===== src/rtl/lpps_pkg.sv =====
package lpps_pkg;

  localparam int BITS_PER_PIXEL = 24;
  localparam int COUNT_WIDTH    = 16;
  localparam int GRB_WIDTH      = 24;
  localparam int IDX_WIDTH      = $clog2(BITS_PER_PIXEL);
  localparam int REG_WIDTH      = 16;
  localparam int CFG_ADDR_WIDTH = 2;
  localparam int QUEUE_DEPTH    = 4;
  localparam int QPTR_WIDTH     = $clog2(QUEUE_DEPTH);
  localparam int WORD_WIDTH     = 32;
  localparam int OUT_DATA_WIDTH = 8;

  localparam logic [REG_WIDTH-1:0] PERIOD_RST    = REG_WIDTH'(195);
  localparam logic [REG_WIDTH-1:0] ONE_HIGH_RST  = REG_WIDTH'(98);
  localparam logic [REG_WIDTH-1:0] ZERO_HIGH_RST = REG_WIDTH'(27);

  typedef enum logic [CFG_ADDR_WIDTH-1:0] {
    REG_PERIOD    = 2'd0,
    REG_ONE_HIGH  = 2'd1,
    REG_ZERO_HIGH = 2'd2
  } cfg_reg_t;

  typedef struct packed {
    logic                 pixel_valid;
    logic [GRB_WIDTH-1:0] grb;
  } tick_t;

  typedef struct packed {
    logic full;
    logic empty;
  } q_status_t;

  typedef struct packed {
    logic [REG_WIDTH-1:0] period;
    logic [REG_WIDTH-1:0] one_high;
    logic [REG_WIDTH-1:0] zero_high;
  } timing_t;

  // floor(p / 255) for p <= 255*255
  function automatic logic [7:0] div255(input logic [15:0] p);
    logic [16:0] s;
    s = {1'b0, p} + {9'd0, p[15:8]} + 17'd1;
    return s[15:8];
  endfunction

endpackage


===== src/rtl/lpps_front.sv =====
module lpps_front
  import lpps_pkg::*;
(
  input  logic                  clk,
  input  logic                  rst_n,
  input  logic                  in_valid,
  output logic                  in_ready,
  input  logic                  in_pixel_valid,
  input  logic [WORD_WIDTH-1:0] in_pixel_word,
  output logic                  push_valid,
  output tick_t                 push_tick,
  input  q_status_t             q_status
);

  logic        s_v_r, s_v_nxt;
  logic        s_pv_r;
  logic [15:0] prod_g_r, prod_r_r, prod_b_r;
  logic        load;

  assign in_ready = !s_v_r || !q_status.full;
  assign load     = in_valid && in_ready;

  always_comb begin
    s_v_nxt = s_v_r;
    if (load) begin
      s_v_nxt = 1'b1;
    end else if (s_v_r && !q_status.full) begin
      s_v_nxt = 1'b0;
    end
  end

  always_ff @(posedge clk) begin
    if (!rst_n) begin
      s_v_r <= 1'b0;
    end else begin
      s_v_r <= s_v_nxt;
    end
  end

  always_ff @(posedge clk) begin
    if (load) begin
      s_pv_r   <= in_pixel_valid;
      prod_g_r <= 16'(in_pixel_word[23:16]) * 16'(in_pixel_word[31:24]);
      prod_r_r <= 16'(in_pixel_word[15:8])  * 16'(in_pixel_word[31:24]);
      prod_b_r <= 16'(in_pixel_word[7:0])   * 16'(in_pixel_word[31:24]);
    end
  end

  assign push_valid            = s_v_r;
  assign push_tick.pixel_valid = s_pv_r;
  assign push_tick.grb         = {div255(prod_g_r), div255(prod_r_r), div255(prod_b_r)};

endmodule


===== src/rtl/lpps_queue.sv =====
module lpps_queue
  import lpps_pkg::*;
(
  input  logic      clk,
  input  logic      rst_n,
  input  logic      push_valid,
  input  tick_t     push_tick,
  input  logic      pop,
  output tick_t     head_tick,
  output q_status_t status
);

  tick_t                 mem_r [QUEUE_DEPTH];
  logic [QPTR_WIDTH-1:0] wr_ptr_r, wr_ptr_nxt;
  logic [QPTR_WIDTH-1:0] rd_ptr_r, rd_ptr_nxt;
  logic [QPTR_WIDTH:0]   cnt_r, cnt_nxt;
  logic                  do_push, do_pop;

  assign status.full  = (cnt_r == (QPTR_WIDTH+1)'(QUEUE_DEPTH));
  assign status.empty = (cnt_r == '0);
  assign do_push      = push_valid && !status.full;
  assign do_pop       = pop && !status.empty;
  assign head_tick    = mem_r[rd_ptr_r];

  always_comb begin
    wr_ptr_nxt = do_push ? wr_ptr_r + 1'b1 : wr_ptr_r;
    rd_ptr_nxt = do_pop  ? rd_ptr_r + 1'b1 : rd_ptr_r;
    cnt_nxt    = cnt_r;
    if (do_push && !do_pop) begin
      cnt_nxt = cnt_r + 1'b1;
    end else if (!do_push && do_pop) begin
      cnt_nxt = cnt_r - 1'b1;
    end
  end

  always_ff @(posedge clk) begin
    if (!rst_n) begin
      wr_ptr_r <= '0;
      rd_ptr_r <= '0;
      cnt_r    <= '0;
    end else begin
      wr_ptr_r <= wr_ptr_nxt;
      rd_ptr_r <= rd_ptr_nxt;
      cnt_r    <= cnt_nxt;
    end
  end

  always_ff @(posedge clk) begin
    if (do_push) begin
      mem_r[wr_ptr_r] <= push_tick;
    end
  end

endmodule


===== src/rtl/lpps_back.sv =====
module lpps_back
  import lpps_pkg::*;
(
  input  logic                      clk,
  input  logic                      rst_n,
  input  logic                      cfg_we,
  input  logic [CFG_ADDR_WIDTH-1:0] cfg_addr,
  input  logic [REG_WIDTH-1:0]      cfg_wdata,
  input  tick_t                     head_tick,
  input  q_status_t                 q_status,
  output logic                      pop,
  output logic                      out_valid,
  input  logic                      out_ready,
  output logic                      line_level,
  output logic                      pixel_taken,
  output logic                      busy_res
);

  timing_t                  tm_r;
  logic [GRB_WIDTH-1:0]     sw_r, sw_nxt;
  logic [COUNT_WIDTH-1:0]   cnt_r, cnt_nxt;
  logic [IDX_WIDTH-1:0]     idx_r, idx_nxt;
  logic                     sending_r, sending_nxt;
  logic                     ov_r, ov_nxt;
  logic                     lvl_r, taken_r, busy_r;
  logic                     lvl_nxt, taken_nxt, busy_nxt;
  logic                     take;
  logic                     run;
  logic [GRB_WIDTH-1:0]     cur_sw;
  logic [COUNT_WIDTH-1:0]   cur_cnt;
  logic [IDX_WIDTH-1:0]     cur_idx;
  logic [IDX_WIDTH-1:0]     sh;
  logic                     cur_bit;
  logic [REG_WIDTH-1:0]     thr;
  logic                     bit_end;

  always_ff @(posedge clk) begin
    if (!rst_n) begin
      tm_r.period    <= PERIOD_RST;
      tm_r.one_high  <= ONE_HIGH_RST;
      tm_r.zero_high <= ZERO_HIGH_RST;
    end else if (cfg_we) begin
      unique case (cfg_addr)
        REG_PERIOD:    tm_r.period    <= cfg_wdata;
        REG_ONE_HIGH:  tm_r.one_high  <= cfg_wdata;
        REG_ZERO_HIGH: tm_r.zero_high <= cfg_wdata;
        default: ;
      endcase
    end
  end

  assign pop = !q_status.empty && (!ov_r || out_ready);

  always_comb begin
    take    = !sending_r && head_tick.pixel_valid;
    run     = sending_r || take;
    cur_sw  = take ? head_tick.grb : sw_r;
    cur_cnt = take ? '0 : cnt_r;
    cur_idx = take ? '0 : idx_r;
    sh      = IDX_WIDTH'(BITS_PER_PIXEL - 1) - cur_idx;
    cur_bit = (32'(sh) < 32'(GRB_WIDTH)) ? cur_sw[sh] : 1'b0;
    thr     = cur_bit ? tm_r.one_high : tm_r.zero_high;
    bit_end = (32'(cur_cnt) >= 32'(tm_r.period)) || (cur_cnt == '1);

    sw_nxt      = cur_sw;
    cnt_nxt     = cur_cnt;
    idx_nxt     = cur_idx;
    sending_nxt = run;
    lvl_nxt     = 1'b0;
    taken_nxt   = take;
    busy_nxt    = run;
    if (run) begin
      lvl_nxt = (32'(cur_cnt) <= 32'(thr));
      if (bit_end) begin
        cnt_nxt = '0;
        if (32'(cur_idx) + 32'd1 >= 32'(BITS_PER_PIXEL)) begin
          idx_nxt     = '0;
          sending_nxt = 1'b0;
        end else begin
          idx_nxt = cur_idx + 1'b1;
        end
      end else begin
        cnt_nxt = cur_cnt + 1'b1;
      end
    end

    ov_nxt = ov_r;
    if (pop) begin
      ov_nxt = 1'b1;
    end else if (out_ready) begin
      ov_nxt = 1'b0;
    end
  end

  always_ff @(posedge clk) begin
    if (!rst_n) begin
      sw_r      <= '0;
      cnt_r     <= '0;
      idx_r     <= '0;
      sending_r <= 1'b0;
      ov_r      <= 1'b0;
    end else begin
      ov_r <= ov_nxt;
      if (pop) begin
        sw_r      <= sw_nxt;
        cnt_r     <= cnt_nxt;
        idx_r     <= idx_nxt;
        sending_r <= sending_nxt;
      end
    end
  end

  always_ff @(posedge clk) begin
    if (pop) begin
      lvl_r   <= lvl_nxt;
      taken_r <= taken_nxt;
      busy_r  <= busy_nxt;
    end
  end

  assign out_valid   = ov_r;
  assign line_level  = lvl_r;
  assign pixel_taken = taken_r;
  assign busy_res    = busy_r;

endmodule


===== src/rtl/led_pixel_pulse_serializer_top.sv =====
// One-wire LED pixel serializer with brightness scaling. Every input item is one tick of
// the bit timer and produces exactly one output item (line level, pixel taken, busy), in
// order. A tick offering a pixel (in_tuser high) while idle loads it: green, red and blue
// are scaled by brightness/255, truncated, and the GRB word is sent MSB first, each bit
// lasting period_counts+1 ticks and held high while the tick count is at or below the
// one or zero threshold. One item is taken per clock when the output is not stalled;
// an output item passes the multiply register, then a queue entry, then the output register,
// which is loaded on the same edge as the state update, before it is offered. Configuration
// writes take effect on the next clock; the user must make them while no items are in
// flight, and the block does not enforce this.
module led_pixel_pulse_serializer_top
  import lpps_pkg::*;
(
  input  logic                      clk,
  input  logic                      rst_n,
  input  logic                      in_tvalid,
  output logic                      in_tready,
  input  logic [WORD_WIDTH-1:0]     in_tdata,   // [31:0] pixel_word
  input  logic                      in_tuser,   // [0] pixel_valid
  output logic                      out_tvalid,
  input  logic                      out_tready,
  output logic [OUT_DATA_WIDTH-1:0] out_tdata,  // [0] line_level, [1] pixel_taken,
                                                // [2] busy_res, [7:3] zero
  input  logic                      cfg_we,
  input  logic [CFG_ADDR_WIDTH-1:0] cfg_addr,
  input  logic [REG_WIDTH-1:0]      cfg_wdata
);

  logic      push_valid;
  tick_t     push_tick;
  tick_t     head_tick;
  q_status_t q_status;
  logic      pop;
  logic      line_level, pixel_taken, busy_res;

  lpps_front u_front (
    .clk            (clk),
    .rst_n          (rst_n),
    .in_valid       (in_tvalid),
    .in_ready       (in_tready),
    .in_pixel_valid (in_tuser),
    .in_pixel_word  (in_tdata),
    .push_valid     (push_valid),
    .push_tick      (push_tick),
    .q_status       (q_status)
  );

  lpps_queue u_queue (
    .clk        (clk),
    .rst_n      (rst_n),
    .push_valid (push_valid),
    .push_tick  (push_tick),
    .pop        (pop),
    .head_tick  (head_tick),
    .status     (q_status)
  );

  lpps_back u_back (
    .clk         (clk),
    .rst_n       (rst_n),
    .cfg_we      (cfg_we),
    .cfg_addr    (cfg_addr),
    .cfg_wdata   (cfg_wdata),
    .head_tick   (head_tick),
    .q_status    (q_status),
    .pop         (pop),
    .out_valid   (out_tvalid),
    .out_ready   (out_tready),
    .line_level  (line_level),
    .pixel_taken (pixel_taken),
    .busy_res    (busy_res)
  );

  assign out_tdata = {(OUT_DATA_WIDTH-3)'(0), busy_res, pixel_taken, line_level};

`ifndef SYNTHESIS
  a_idle_line_low: assert property (@(posedge clk) disable iff (!rst_n)
    out_tvalid && !busy_res |-> !line_level)
    else $error("line high on an idle tick");

  a_taken_busy: assert property (@(posedge clk) disable iff (!rst_n)
    out_tvalid && pixel_taken |-> busy_res)
    else $error("pixel taken without starting to send");

  a_queue_sane: assert property (@(posedge clk) disable iff (!rst_n)
    !(q_status.full && q_status.empty))
    else $error("queue full and empty at once");

  a_no_pop_empty: assert property (@(posedge clk) disable iff (!rst_n)
    pop |-> !q_status.empty)
    else $error("pop from empty queue");
`endif

endmodule


===== config.mk =====
export PLATFORM = sky130hd
export DESIGN_NAME = led_pixel_pulse_serializer_top
export DESIGN_NICKNAME = d
export VERILOG_FILES = /design/src/rtl/lpps_pkg.sv /design/src/rtl/lpps_front.sv /design/src/rtl/lpps_queue.sv /design/src/rtl/lpps_back.sv /design/src/rtl/led_pixel_pulse_serializer_top.sv
export SDC_FILE = /design/constraint.sdc
export NUM_CORES = 1
export LEC_CHECK = 0
export ABC_AREA = 1
export BUFFER_PORTS_ARGS = -buffer_cell sky130_fd_sc_hd__buf_2
export CAP_MARGIN = 25
export CORE_ASPECT_RATIO = 1.2
export CORE_MARGIN = 10
export CORE_UTILIZATION = 28
export CTS_CLUSTER_SIZE = 20
export DETAILED_ROUTE_END_ITERATION = 8
export GPL_TIMING_DRIVEN = 0
export SETUP_SLACK_MARGIN = 0.3
export SLEW_MARGIN = 20
export SYNTH_ARGS = -nofsm -noshare
export SYNTH_HDL_FRONTEND = slang
export SYNTH_SLANG_ARGS = --single-unit

===== constraint.sdc =====
create_clock -name clk -period 4.3 [get_ports clk]
set_clock_uncertainty 0.05 [all_clocks]
set_input_delay 0.215 -clock clk [delete_from_list [all_inputs] [get_ports clk]]
set_output_delay 0.215 -clock clk [all_outputs]
set_load 0.01 [all_outputs]

After elaboration in Yosys (flattened, before gate mapping):

Memories as Yosys holds them, arrays and structs flattened. A register that Yosys moved wholly into a read port is not among the register bits.
Index checks and enable logic that the tools add are counted.

* add/sub/neg operators: 14
* multipliers: 3
* magnitude comparators: 5
* eq/ne operators: 4
* mux-type cells: 25
* reduce and logical (&&, ||, !) cells: 26

Operator list (number)
* $add A16 B1 Y16 const B: 4
* $mux W16: 4
* $add A16 B8 Y16: 3
* $mul A8 B8 Y16: 3
* $ge A32 B5 Y1 const B: 1
* $mux W24: 1
* $mux W5: 4
* $eq A16 B16 Y1 const B: 1
* $ge A16 B16 Y1: 1
* $le A16 B16 Y1: 1
* $mux W1: 11
* $logic_and A1 B1 Y1: 7
* $logic_not A1 Y1: 7
* $add A5 B1 Y6 const B: 1
* $lt A5 B6 Y1 const B: 1
* $mux W3: 2
* $reduce_and A2 Y1: 3
* $reduce_bool A2 Y1: 3
* $add A5 B1 Y5 const B: 1
* $bmux W1 S5: 1
* $lt A5 B5 Y1 const B: 1
* $sub A5 B5 Y5 const A: 1
* $add A2 B1 Y2 const B: 2
* $logic_or A1 B1 Y1: 4
* other kinds (8): 9

* register bits: 155
* RAM bits: 100
* output and inout bits: 10
* memories: 1

Memory list
* u_queue.mem_r: depth 4, bits a word 25, rd ports 1, clocked after Yosys merged registers in 1, wr ports 1, line lpps_queue.sv:13 `tick_t mem_r [QUEUE_DEPTH];`

Logic depth before layout (Yosys ltp):

* depth in word-level cells: 9
* mapped depth: 26
* gate-level depth less buffers: 24

Hierarchy:

From an unflattened synthesis, not the netlist that was laid out.

* cell total of the unflattened synthesis: 2626
* area, all modules: 20211.9 µm²

Modules (own cells, without submodules)
* lpps_front: instances 1, cells each 1516, area an instance 10328.7 µm²
* lpps_back: instances 1, cells each 789, area an instance 5589.1 µm²
* lpps_queue: instances 1, cells each 312, area an instance 4230.3 µm²
* led_pixel_pulse_serializer_top: instances 1, cells each 9, area an instance 63.8 µm²

Worst setup path before layout:

No wires, ideal clock.

* path kind: input to register
* start: in in_tdata[31]
* end: reg u_front.prod_b_r[14], data pin
* arrival: 4097 ps
* required time: 3993 ps
* path slack: -104 ps
* cell stages on the path: 19
* path buffers: 1
* path through: clkbuf_1 nand2_1 fa_1 fa_1 inv_1 fa_1 inv_1 fa_1 inv_1 ha_1 a21oi_1 o21ai_0 a21oi_1 o21ai_0 nand2_1 inv_1 o21ai_0 nand2_1 xor2_1

* word-level cells in the longest chain between the ends: 1

RTL lines
* start, declared: line led_pixel_pulse_serializer_top.sv:18 `input logic [WORD_WIDTH-1:0] in_tdata,`
* $mul A8 B8 Y16: line lpps_front.sv:45 `prod_b_r <= 16'(in_pixel_word[7:0]) * 16'(in_pixel_word[31:24]);`
* end signal, assigned: line lpps_front.sv:45
* end, declared: line lpps_front.sv:17 `logic [15:0] prod_g_r, prod_r_r, prod_b_r;`

Every way passes these cells.
A chain may end at the register's enable or synchronous reset.

Worst setup path after layout:

* start: in in_tdata[28]
* end: reg u_front.prod_r_r[13], data pin

* word-level cells in the longest chain between the ends: 1

RTL lines
* $mul A8 B8 Y16: line lpps_front.sv:44 `prod_r_r <= 16'(in_pixel_word[15:8]) * 16'(in_pixel_word[31:24]);`
* end signal, assigned: line lpps_front.sv:44
* end, declared: line lpps_front.sv:17

Every way passes these cells.

==> key figures <==
CTS
  • CTS tree: yes
  • Htree depth: 1
  • Root Driver: clkbuf_16
  • Clock sinks: 257
  • Worst-path clk slew: 0.06 ns
  • Clk_lat worst skew: 0.58 ns
  • Max Root-Sink Buffers: 3
  • TritonCTS buffer count: 29

Power
  • LEAKAGE: 10.9 nW
  • PD cells: 596 nW/um2
  • Sequential power share: 0.289
  • Switching share of power: 0.428
  • Logic pwr share: 0.524
  • Internal power: 7.43 mW
  • Clock power frac: 0.187
  • P_sw: 5.57 mW
  • Worst ir drop on vdd: 340 uV

Detailed routing
  • Final WL: 44.7 mm
  • Antenna viol nets, final: 0
  • Avg WL per Cell: 13.6 um
  • Max layer used: met4
  • WL met2: 22.7 mm
  • # DRC: 0
  • Wl on met1: 19.7 mm
  • Routed vias: 14600
  • DR WL met3: 1.44 mm
  • 1st-iter DRT viols: 643
  • Routed vias/inst: 4.41
  • TritonRoute pass-1 iters: 5

Timing
  • Slew Limit Fails: 0
  • Fin. Hold Viols: 0
  • Tmin final: 3.82 ns
  • Final Cycle Share: 0.888
  • Max Clock Freq: 0.262 GHz
  • RSZ-0062 raised after global routing: yes
  • Final setup viols: 0
  • Worst Tran Pin Value: 0.716 ns
  • Slew headroom: 0.522

Finish
  • Area grow syn2layout: 16.3%
  • Share of cells above drive strength 1: 0.0869
  • Fin nets: 2718
  • Cell Count, Final, Fillers Out: 3298
  • Utilization after layout: 0.330
  • Final instance area: 21800 um2
  • Leading cell type in the layout, fill and taps excluded: nand2_1
  • Number of diodes: 0
  • Commonest non-fill, non-tap cells in the layout: nand2_1 (478), inv_1 (444), nor2_1 (175)

Die
  • Site row count: 103
  • Die Wd: 256 um
  • CORE AREA: 66100 um2
  • I/O pin cnt: 66
  • Die Span Y: 303 um
  • Die Area: 77800 um2
  • Initial Util: 0.284

Global route
  • GR Overflow Total: 0
  • Initial antenna violation count: 0
  • First-pass GRT wire length: 74.3 mm
  • Vias in the first global route: 14600
  • Pin count of the biggest net entering global routing: 28
  • GR Util All Layers: 0.115

Yosys
  • Asr flop ratio synth: 0
  • Synth Flop Type: edfxtp_1
  • Seq/Total Area, Yosys: 0.356
  • Mean Syn Cell Area: 8.23 um2
  • Yosys warning count: 0
  • Synthesized area: 18700 um2
  • EDFF count, synth: 152
  • Synth Instances: 2277
  • #FFs+latches synth: 257
  • Distinct cells, synth: 49

Hold path
  • Hold/Removal Path Class: primary input to flip-flop

Setup path
  • Worst Setup EP: u_front.prod_r_r[13]
  • Worst R2R Path Depth: 24
  • Crit. Startpoint: in_tdata[28]
  • End of the worst register-to-register path: u_back.line_level
  • Req. time, crit path: 4.56 ns
  • R2r setup slk: 0.54 ns
  • CP Capture Type: flip-flop
  • CP Max Fanout: 10
  • WP data arrival: 4.08 ns
  • Critical path type: primary input to flip-flop
  • CP Launch Type: primary input

Place
  • Area after DPL: 20500 um2
  • Placed insts: 3213
  • HPWL Detailed: 34.7 mm
  • Port bufs: 35
  • Gpl congestion: 0.832

Outcome
  • Status: completed

Flow run
  • MaxCap Viol Count: 0
[metal layers]
layer	up-vias	track usage
li1	7415	-
met1	6873	0.136
met2	208	0.217
met3	58	0.0143
met4	0	0.0275
met5	-	0
[power by group through the flow]
stage                     logic [mW]  registers, mW  clock network, mW
after floorplan                 4.98           3.70                  0
after global placement          6.51           3.81                  0
after detailed placement        6.62           3.81                  0
after CTS                       6.71           3.76               2.49
after global routing            7.84           3.82               2.58
final                           6.82           3.76               2.43
[synthesized netlist by cell type (18+ instances only)]
| cell | count | area, um2 |
|---|---|---|
| nand2_1 | 479 | 1800 |
| inv_1 | 448 | 1680 |
| nor2_1 | 179 | 672 |
| ha_1 | 170 | 2130 |
| edfxtp_1 | 152 | 4560 |
| o21ai_0 | 143 | 716 |
| a21oi_1 | 130 | 651 |
| fa_1 | 109 | 2180 |
| dfxtp_1 | 105 | 2100 |
| nand3_1 | 80 | 400 |
| clkbuf_1 | 61 | 229 |
| xor2_1 | 37 | 324 |
| nand4_1 | 22 | 138 |
| nand3b_1 | 18 | 135 |
[flip-flops by register name (all words and copies together) (netlist names), 2 cells and up, named ones only]
signal            flops
u_back.tm_r          48
u_queue.rd_ptr_r      2
u_back.cnt_r         16
u_back.sw_r          24
u_queue.wr_ptr_r      2
u_front.prod_b_r     16
u_front.prod_g_r     16
u_front.prod_r_r     16
u_back.idx_r          5
u_queue.mem_r       100
u_queue.cnt_r         3
[logic make-up (layout without fill, tap and decap cells)]
| kind of cell | count (synthesis) | count (layout) | share of synthesized area |
|---|---|---|---|
| compound gates | 327 | 327 | 0.0940 |
| xor+xnor | 51 | 51 | 0.0238 |
| fa+ha+maj | 279 | 279 | 0.230 |
| buf+inv | 555 | 680 | 0.117 |
| flops | 257 | 257 | 0.356 |
| mux | 1 | 1 | 0.000534 |
| other cells | 1 | 5 | 0.000200 |
| simple gates | 806 | 806 | 0.179 |
[per-stage QoR]
step	setup WS (ns)	total power, mW	hold slack [ns]	TNS [ns]
2_1_floorplan	0.309	8.68	0.264	0
3_3_place_gp	-0.208	10.3	0.380	-0.989
3_5_place_dp	-0.216	10.4	0.391	-1.12
4_1_cts	0.340	13.0	0.00493	0
5_1_grt	0.262	14.2	0.0432	0
6_report	0.480	13.0	0.0264	0
[worst max-delay path, stage by stage]
cell and delay, ns:
buf_2 0.15, clkbuf_8 0.18, nand2_1 0.06, inv_1 0.05, fa_1 0.45, fa_1 0.54, inv_1 0.05, fa_1 0.48
fa_1 0.54, inv_1 0.04, ha_1 0.37, a21oi_1 0.21, o21ai_0 0.20, a31oi_1 0.26, o21ai_0 0.12, xor2_1 0.15
[cell type report]
| cell class | count | area (um2) |
|---|---|---|
| Buffer | 101 | 643 |
| Clock buffer | 42 | 836 |
| Clock inverter | 12 | 103 |
| Fill cell | 6924 | 44300 |
| Inverter | 454 | 1700 |
| Multi-Input combinational cell | 1469 | 10100 |
| Sequential cell | 257 | 6670 |
| Tap cell | 892 | 1120 |
| Timing Repair Buffer | 71 | 608 |
[how the worst min path moves through the flow]
stage,to,start,depth (start not counted),slack [ns]
2_1_floorplan,u_front.s_pv_r,in_tuser,0,0.26
3_3_place_gp,u_back.tm_r[22],u_back.tm_r[22],2,0.38
3_5_place_dp,u_back.tm_r[17],u_back.tm_r[17],2,0.39
4_1_cts,u_front.prod_b_r[0],in_tdata[0],3,0.005
5_1_grt,u_front.prod_b_r[0],in_tdata[0],3,0.04
6_report,u_front.prod_b_r[0],in_tdata[0],3,0.03
[timing repair]
action,CTS,global route
buffers inserted,1,6
setup endpoints to repair,1,6
gates resized for setup,0,38
hold endpoints to repair,51,0
gates cloned,0,0
pin swaps,1,8
hold buffers,24,0
No activity file was read; power rests on OpenSTA's default activity.
